<file path="config.mk">
export PLATFORM = sky130hd
export DESIGN_NAME = hash_table_quadratic_probe_core
export DESIGN_NICKNAME = d
export VERILOG_FILES = /design/src/sv/hqp_pkg.sv /design/src/sv/hqp_ram.sv /design/src/sv/hash_table_quadratic_probe_core.sv
export SDC_FILE = /design/constraint.sdc
export NUM_CORES = 2
export LEC_CHECK = 0
export BUFFER_PORTS_ARGS = -buffer_cell sky130_fd_sc_hd__buf_4
export CAP_MARGIN = 20
export CORE_MARGIN = 1
export CORE_UTILIZATION = 45
export CTS_BUF_LIST = sky130_fd_sc_hd__clkbuf_8
export CTS_CLUSTER_DIAMETER = 150
export DETAILED_ROUTE_END_ITERATION = 10
export MAX_ROUTING_LAYER = met4
export PLACE_DENSITY = 0.62
export RECOVER_POWER = 50
export SETUP_SLACK_MARGIN = 0.15
export SLEW_MARGIN = 0
export SYNTH_ARGS = -nofsm -noshare
export SYNTH_HDL_FRONTEND = slang
export SYNTH_SLANG_ARGS = --single-unit
</file>
<file path="constraint.sdc">
create_clock -name clk -period 4.87 [get_ports clk]
set_clock_uncertainty 0.2 [all_clocks]
set_input_delay 0.487 -clock clk [delete_from_list [all_inputs] [get_ports clk]]
set_output_delay 0.487 -clock clk [all_outputs]
set_load 0.02 [all_outputs]
</file>
<file path="src/sv/hqp_pkg.sv">
// hqp_pkg: shared sizes, register index, status and action codes for the
// quadratic-probe hash table core; no dependencies
`timescale 1ns / 1ps
`default_nettype none

package hqp_pkg;

    localparam int HQP_SLOTS   = 64;
    localparam int HQP_IDX_W   = $clog2(HQP_SLOTS);
    localparam int HQP_M_W     = HQP_IDX_W + 1;
    localparam int HQP_CFG_W   = 7;
    localparam int HQP_KEY_W   = 16;
    localparam int HQP_VAL_W   = 32;
    localparam int HQP_POS_W   = 6;
    localparam int HQP_ST_W    = 2;
    localparam int HQP_ADDR_W  = 3;
    localparam int HQP_DATA_W  = 32;
    localparam int HQP_ENTRY_W = HQP_KEY_W + HQP_VAL_W;
    localparam int HQP_BIT_W   = $clog2(HQP_KEY_W);

    localparam logic [HQP_CFG_W-1:0] HQP_TABLE_SIZE_RST = HQP_CFG_W'(HQP_SLOTS);

    // register index, taken from the word address
    localparam logic REG_TABLE_SIZE = 1'b0;

    localparam logic [HQP_ST_W-1:0] ST_INSERTED = 2'd0;
    localparam logic [HQP_ST_W-1:0] ST_DELETED  = 2'd1;
    localparam logic [HQP_ST_W-1:0] ST_FAIL     = 2'd2;

    localparam logic       ACT_INSERT = 1'b0;
    localparam logic       ACT_DELETE = 1'b1;

endpackage

`default_nettype wire

</file>
<file path="src/sv/hqp_ram.sv">
// hqp_ram: generic single-write, single-read RAM with registered read data
// self-contained, no package needed
`timescale 1ns / 1ps
`default_nettype none

module hqp_ram #(
    parameter int WIDTH = 8,
    parameter int DEPTH = 16
) (
    input  wire logic                     clk,
    input  wire logic                     we,
    input  wire logic [$clog2(DEPTH)-1:0] waddr,
    input  wire logic [WIDTH-1:0]         wdata,
    input  wire logic [$clog2(DEPTH)-1:0] raddr,
    output logic      [WIDTH-1:0]         rdata
);

    logic [WIDTH-1:0] mem [DEPTH];

    always_ff @(posedge clk)
    begin
        if (we)
        begin
            mem[waddr] <= wdata;
        end
        rdata <= mem[raddr];
    end

endmodule

`default_nettype wire

</file>
<file path="src/sv/hash_table_quadratic_probe_core.sv">
// hash_table_quadratic_probe_core: open-addressing hash table with quadratic probing
// one shared modular adder reduces the key and steps the probe; needs hqp_pkg and hqp_ram
// key mod m comes first, then one probe per cycle on insert (1..m+1 probes); on delete
//   an empty slot takes S_PROBE only, an occupied one S_PROBE then S_CHECK; done follows the last probe
// throughput: one item at a time, busy from start until done
// reset: all slots empty, table_size = 64, no clearing pass; done cannot be stalled
`timescale 1ns / 1ps
`default_nettype none

module hash_table_quadratic_probe_core (
    input  wire logic                                clk,
    input  wire logic                                rst_n,
    // configuration port
    input  wire logic                                psel,
    input  wire logic                                penable,
    input  wire logic                                pwrite,
    input  wire logic [hqp_pkg::HQP_ADDR_W-1:0]      paddr,
    input  wire logic [hqp_pkg::HQP_DATA_W-1:0]      pwdata,
    output logic      [hqp_pkg::HQP_DATA_W-1:0]      prdata,
    output logic                                     pready,
    // command
    input  wire logic                                start,
    output logic                                     busy,
    input  wire logic                                action,
    input  wire logic [hqp_pkg::HQP_KEY_W-1:0]       search_key,
    input  wire logic signed [hqp_pkg::HQP_VAL_W-1:0] new_value,
    // result
    output logic                                     done,
    output logic      [hqp_pkg::HQP_ST_W-1:0]        status,
    output logic      [hqp_pkg::HQP_POS_W-1:0]       position,
    output logic signed [hqp_pkg::HQP_VAL_W-1:0]     removed_value
);

    import hqp_pkg::*;

    localparam logic [1:0] S_IDLE  = 2'd0;
    localparam logic [1:0] S_DIV   = 2'd1;
    localparam logic [1:0] S_PROBE = 2'd2;
    localparam logic [1:0] S_CHECK = 2'd3;

    logic [1:0]             state_reg, state_next;
    logic [HQP_CFG_W-1:0]   table_size_reg, table_size_next;
    logic [HQP_SLOTS-1:0]   valid_reg, valid_next;

    logic                   action_reg, action_next;
    logic [HQP_KEY_W-1:0]   key_reg, key_next;
    logic [HQP_VAL_W-1:0]   value_reg, value_next;
    logic [HQP_M_W-1:0]     m_reg, m_next;
    logic [HQP_M_W-1:0]     cnt_reg, cnt_next;
    logic [HQP_BIT_W-1:0]   bit_reg, bit_next;
    logic [HQP_IDX_W-1:0]   p_reg, p_next;
    logic [HQP_IDX_W-1:0]   inc_reg, inc_next;

    logic                   done_reg, done_next;
    logic [HQP_ST_W-1:0]    status_reg, status_next;
    logic [HQP_POS_W-1:0]   position_reg, position_next;
    logic [HQP_VAL_W-1:0]   removed_reg, removed_next;

    // shared modular adder: (a + b + cin) mod m with a, b below m
    logic [HQP_IDX_W-1:0]   unit_a, unit_b;
    logic                   unit_cin;
    logic [HQP_M_W-1:0]     unit_sum;
    logic [HQP_M_W-1:0]     unit_red;
    logic [HQP_IDX_W-1:0]   unit_out;

    // odd-step increment, kept reduced mod m
    logic [HQP_M_W-1:0]     inc_t0, inc_t1, inc_t2;
    logic [HQP_IDX_W-1:0]   inc_step;

    logic [HQP_M_W-1:0]     m_start;
    logic                   cfg_write;

    logic                   ram_we;
    logic [HQP_ENTRY_W-1:0] ram_wdata;
    logic [HQP_ENTRY_W-1:0] ram_rdata;

    hqp_ram #(
        .WIDTH (HQP_ENTRY_W),
        .DEPTH (HQP_SLOTS)
    ) u_slot_ram (
        .clk   (clk),
        .we    (ram_we),
        .waddr (p_reg),
        .wdata (ram_wdata),
        .raddr (p_reg),
        .rdata (ram_rdata)
    );

    assign ram_wdata = {key_reg, value_reg};

    // configuration port
    assign pready    = 1'b1;
    assign cfg_write = psel && penable && pwrite;
    assign prdata    = (paddr[2] == REG_TABLE_SIZE) ? HQP_DATA_W'(table_size_reg) : '0;

    always_comb
    begin
        table_size_next = table_size_reg;
        if (cfg_write && (paddr[2] == REG_TABLE_SIZE))
        begin
            table_size_next = pwdata[HQP_CFG_W-1:0];
        end
    end

    // modulus clamped to 1..slots
    always_comb
    begin
        if (table_size_reg == '0)
        begin
            m_start = HQP_M_W'(1);
        end
        else if (HQP_M_W'(table_size_reg) > HQP_M_W'(HQP_SLOTS))
        begin
            m_start = HQP_M_W'(HQP_SLOTS);
        end
        else
        begin
            m_start = HQP_M_W'(table_size_reg);
        end
    end

    always_comb
    begin
        unit_a   = p_reg;
        unit_b   = (state_reg == S_DIV) ? p_reg : inc_reg;
        unit_cin = (state_reg == S_DIV) ? key_reg[bit_reg] : 1'b0;
        unit_sum = HQP_M_W'(unit_a) + HQP_M_W'(unit_b) + HQP_M_W'(unit_cin);
        unit_red = (unit_sum >= m_reg) ? unit_sum - m_reg : unit_sum;
        unit_out = unit_red[HQP_IDX_W-1:0];
    end

    // (i+1)^2 - i^2 grows by two each probe; two reductions cover m = 1
    always_comb
    begin
        inc_t0   = HQP_M_W'(inc_reg) + HQP_M_W'(2);
        inc_t1   = (inc_t0 >= m_reg) ? inc_t0 - m_reg : inc_t0;
        inc_t2   = (inc_t1 >= m_reg) ? inc_t1 - m_reg : inc_t1;
        inc_step = inc_t2[HQP_IDX_W-1:0];
    end

    always_comb
    begin
        state_next    = state_reg;
        valid_next    = valid_reg;
        action_next   = action_reg;
        key_next      = key_reg;
        value_next    = value_reg;
        m_next        = m_reg;
        cnt_next      = cnt_reg;
        bit_next      = bit_reg;
        p_next        = p_reg;
        inc_next      = inc_reg;
        done_next     = 1'b0;
        status_next   = status_reg;
        position_next = position_reg;
        removed_next  = removed_reg;
        ram_we        = 1'b0;

        case (state_reg)
            S_IDLE:
            begin
                if (start)
                begin
                    action_next = action;
                    key_next    = search_key;
                    value_next  = new_value;
                    m_next      = m_start;
                    cnt_next    = '0;
                    bit_next    = HQP_BIT_W'(HQP_KEY_W - 1);
                    p_next      = '0;
                    inc_next    = (m_start == HQP_M_W'(1)) ? '0 : HQP_IDX_W'(1);
                    state_next  = S_DIV;
                end
            end

            S_DIV:
            begin
                // restoring remainder, one key bit per cycle, msb first
                p_next = unit_out;
                if (bit_reg == '0)
                begin
                    state_next = S_PROBE;
                end
                else
                begin
                    bit_next = bit_reg - HQP_BIT_W'(1);
                end
            end

            S_PROBE:
            begin
                if (action_reg == ACT_INSERT)
                begin
                    if (!valid_reg[p_reg])
                    begin
                        ram_we            = 1'b1;
                        valid_next[p_reg] = 1'b1;
                        done_next         = 1'b1;
                        status_next       = ST_INSERTED;
                        position_next     = HQP_POS_W'(p_reg);
                        removed_next      = '0;
                        state_next        = S_IDLE;
                    end
                end
                else if (valid_reg[p_reg])
                begin
                    // key read issued on p_reg, compared next cycle
                    state_next = S_CHECK;
                end
            end

            S_CHECK:
            begin
                if (ram_rdata[HQP_ENTRY_W-1:HQP_VAL_W] == key_reg)
                begin
                    valid_next[p_reg] = 1'b0;
                    done_next         = 1'b1;
                    status_next       = ST_DELETED;
                    position_next     = HQP_POS_W'(p_reg);
                    removed_next      = ram_rdata[HQP_VAL_W-1:0];
                    state_next        = S_IDLE;
                end
            end

            default:
            begin
                state_next = S_IDLE;
            end
        endcase

        // probe missed: step to the next slot or give up after m+1 probes
        if (((state_reg == S_PROBE) && (valid_reg[p_reg] == (action_reg == ACT_INSERT)))
            || ((state_reg == S_CHECK)
                && (ram_rdata[HQP_ENTRY_W-1:HQP_VAL_W] != key_reg)))
        begin
            if (cnt_reg == m_reg)
            begin
                done_next     = 1'b1;
                status_next   = ST_FAIL;
                position_next = '0;
                removed_next  = '0;
                state_next    = S_IDLE;
            end
            else
            begin
                p_next     = unit_out;
                inc_next   = inc_step;
                cnt_next   = cnt_reg + HQP_M_W'(1);
                state_next = S_PROBE;
            end
        end
    end

    always_ff @(posedge clk or negedge rst_n)
    begin
        if (!rst_n)
        begin
            state_reg      <= S_IDLE;
            table_size_reg <= HQP_TABLE_SIZE_RST;
            valid_reg      <= '0;
            done_reg       <= 1'b0;
        end
        else
        begin
            state_reg      <= state_next;
            table_size_reg <= table_size_next;
            valid_reg      <= valid_next;
            done_reg       <= done_next;
        end
    end

    always_ff @(posedge clk)
    begin
        action_reg   <= action_next;
        key_reg      <= key_next;
        value_reg    <= value_next;
        m_reg        <= m_next;
        cnt_reg      <= cnt_next;
        bit_reg      <= bit_next;
        p_reg        <= p_next;
        inc_reg      <= inc_next;
        status_reg   <= status_next;
        position_reg <= position_next;
        removed_reg  <= removed_next;
    end

    assign busy          = (state_reg != S_IDLE);
    assign done          = done_reg;
    assign status        = status_reg;
    assign position      = position_reg;
    assign removed_value = removed_reg;

endmodule

`default_nettype wire
</file>
==> flow_summary.ini <==
[synthesis]
synthFlopType = edfxtp_1
syn_avg_cell_area_um2 = 18.07
netlist.area_leader.share_pct = 77.75
ys_ff_latch = 3313
yosysMostFrequentCell = edfxtp_1
synth.distinct_cells = 71
syn_area_mm2 = 0.1210
seq_area_frac_synth_pct = 81.05
yosysTopAreaCell = edfxtp_1
netlist_top_cells_area = edfxtp_1 78%, a22oi_1 5.0%, a221oi_1 2.8%
yosys_warnings = 0
synthCells = 6695
synthArstFlopShare_pct = 2.234
synth-edff-count = 3132
synth_commonest_cells = 3132 x edfxtp_1, 804 x a22oi_1, 384 x a221oi_1

[clock_tree]
clockRootBuffer = clkbuf_8
cts_tree = yes
clk_pin_slew_ps = 60
cts.htree.levels = 6
cts_sinks = 3313
cts_inserted_buffers = 525
cts_buffer_depth = 4
worstSkewPairLatency_ps = 1090

[worst_setup_path]
path_class = flip-flop to flip-flop
critPathLaunchType = flip-flop
crit_path_end_kind = flip-flop
worstPathArrival_ps = 5340
crit_fanout = 6
r2r-start = bit_reg[0]$_SDFFCE_PN1P_
crit_path_top_delay_cell = mux4_2
critical_path_required_ps = 5560
r2r-end = p_reg[5]$_DFF_P_
path_cells = mux4_2 > mux4_2 > nand2_2 > fa_2 > inv_2 > fa_2 > a21o_1 > a21oi_2 > xnor2_2 > ha_4 > buf_6 > a211oi_4 > o21ai_4 > o32a_1 > a22o_1
rr_worst_depth = 15
critPathMaxStageDelay_ps = 630
r2r_slack_ps = 220

[global_route]
grt.overflow.total = 0
grtUsageMet2_pct = 43.20
grt_util_met1_pct = 39.56
top_usage_layer = met2
met3_usage_pct = 6.589
grt_pass1_vias = 69975
grt.total_usage_pct = 29.13
grt_max_degree = 110
antenna_found_initial = 16
grt_pass1_wl_um = 539300

[final_layout]
fill_cells = 21149
largest_reg_flops = 3072
top_register = u_slot_ram.mem
reg_top3 = u_slot_ram.mem: 3072 flops, u_slot_ram.rdata: 48 flops
drive_above_1_share_pct = 15.36
area_delta_synth_final_pct = 15.36
fin_nets = 7485

[drt]
antenna_left = 0
drtIter0Drc = 11801
drc = 0
viasPerCell = 6.508
wl_per_cell_um = 34.76
via_count = 73474
wirelength_um = 392400
firstDrtPassIters = 8

[hold_path]
min_path_type = input port to flip-flop
whs_endpoint = value_reg[31]$_DFFE_PP_
min_from = new_value[31]
hold-path-cell-count = 2

[sta]
tns_ps = 0
rsz0062_at_grt = yes
slew_viol_final = 2157
finalCriticalPeriod_ps = 4646
hold_viol_final = 0
max-slew-margin-rel_pct = -127.9
tightest_slew_ps = 3418
fin_crit_sh_pct = 95.41
finalSetupViolCount = 0
fmax_mhz = 215.2

[outcome]
violations = max-capacitance violations, max-slew violations
status = finished with violations

[placed_design]
hpwl_um = 208700
gp_congestion = 0.8576
port_buffers = 111

[floorplan]
dieArea_mm2 = 0.2709
core_mm2 = 0.2663
row_count = 189
die_height_um = 520.5
io_pins = 165
die_x_um = 520.5
start_util_pct = 45.43

[job]
maxCapViolCount = 34

[power]
vdd_drop_max_uv = 451.5
cellLeakagePower_nw = 44.34
power_density_mw_per_mm2 = 536.5
finalPower_w = 0.07487
[kinds of logic after synthesis]
logic type,share of synthesized area [%]
other,0.006208
buffers and inverters,1.782
multiplexers,0.3817
AO/OA/AOI/OAI,13.88
XOR/XNOR,0.2751
flip-flops,81.05
adder cells (fa/ha/maj),0.3930
AND/OR/NAND/NOR,2.233
[critical path, delay by kind of cell (launching register included)]
| family | cells | cell delay (ps) |
|---|---|---|
| mux | 2 | 1190 |
| xor+xnor | 1 | 170 |
| buf+inv | 2 | 170 |
| fa+ha+maj | 3 | 820 |
| simple gates | 1 | 140 |
| flops | 1 | 520 |
| compound gates | 6 | 1290 |
[where the power goes]
| group | total (W) | internal (W) | switching (W) |
|---|---|---|---|
| clock | 0.0218 | 0.0110 | 0.0108 |
| sequential | 0.0333 | 0.0329 | 0.000379 |
| combinational | 0.0198 | 0.00632 | 0.0135 |
[per-layer routing]
metal | wire length (µm) | share of wire, % | up-vias
li1 | - | - | 29640
met1 | 150300 | 38 | 37655
met2 | 177700 | 45 | 5398
met3 | 49650 | 13 | 781
met4 | 14680 | 3.7 | 0
met5 | 0 | 0 | -
[cells in the final DEF, fill, tap and decap left out, drive strengths merged, types with 17 or more instances in the layout]
| cell | Yosys | routed |
|---|---|---|
| a21oi | 282 | 282 |
| a221oi | 384 | 384 |
| a22o | 378 | 378 |
| a22oi | 804 | 804 |
| a31oi | 196 | 196 |
| a32o | 33 | 33 |
| a41oi | 64 | 64 |
| buf | 181 | 369 |
| clkbuf | 305 | 691 |
| clkinv | 0 | 118 |
| clkinvlp | 0 | 17 |
| conb | 2 | 26 |
| dfrtp | 73 | 73 |
| dfxtp | 107 | 107 |
| dlygate4sd3 | 0 | 98 |
| edfxtp | 3132 | 3132 |
| ha | 30 | 30 |
| inv | 30 | 238 |
| mux2i | 21 | 21 |
| nand2 | 66 | 66 |
| nand3 | 208 | 208 |
| nand4 | 67 | 67 |
| nor2 | 105 | 106 |
| nor2b | 23 | 23 |
| o21ai | 29 | 29 |
| xnor2 | 31 | 31 |
[timing repair]
action                                  CTS  global route
gates cloned                              1             0
pin swaps                                 8            15
endpoints found under the setup margin   11            85
resized for setup                        11            33
hold buffers                             99             0
endpoints found under the hold margin   138             0
buffers inserted                          6             6
[final cells by class]
type,count,area (µm²),share of cell area (%)
repair buffers,599,5843,4.187
inverters,30,115.1,0.08249
flip-flops and latches,3313,98050,70.26
clock inverters,350,1748,1.253
clock buffers,560,7707,5.523
multi-input cells,2891,21630,15.50
well taps,3533,4420,3.168
diodes,13,32.53,0.02331
[worst max-delay path by stage]
stage / startpoint / end / slack, ps
2_1_floorplan: p_reg[1]$_DFF_P_ / u_slot_ram.mem[13][0]$_DFFE_PP_ / -420
3_3_place_gp: bit_reg[0]$_SDFFCE_PN1P_ / p_reg[2]$_DFF_P_ / -200
3_5_place_dp: bit_reg[0]$_SDFFCE_PN1P_ / p_reg[5]$_DFF_P_ / -70
4_1_cts: bit_reg[0]$_SDFFCE_PN1P_ / p_reg[5]$_DFF_P_ / 140
5_1_grt: bit_reg[0]$_SDFFCE_PN1P_ / p_reg[2]$_DFF_P_ / 50
6_report: bit_reg[0]$_SDFFCE_PN1P_ / p_reg[5]$_DFF_P_ / 220
[metrics by stage]
step | utilization, % | hold slack [ps] | instance area, µm² | setup slack [ps] | instances
floorplan | - | -8.591 | 121100 | -416.9 | 6719
global placement | 48.49 | 224.5 | 129100 | -201.5 | 10253
detailed placement | 48.49 | 227.9 | 129100 | -66.38 | 10253
CTS | 52.45 | 7.325 | 139700 | 140.0 | 11269
global route | 52.40 | 84.12 | 139500 | 47.64 | 11286
finish | 52.41 | 107.2 | 139500 | 223.7 | 11289
(Power assumes the default switching activity.)
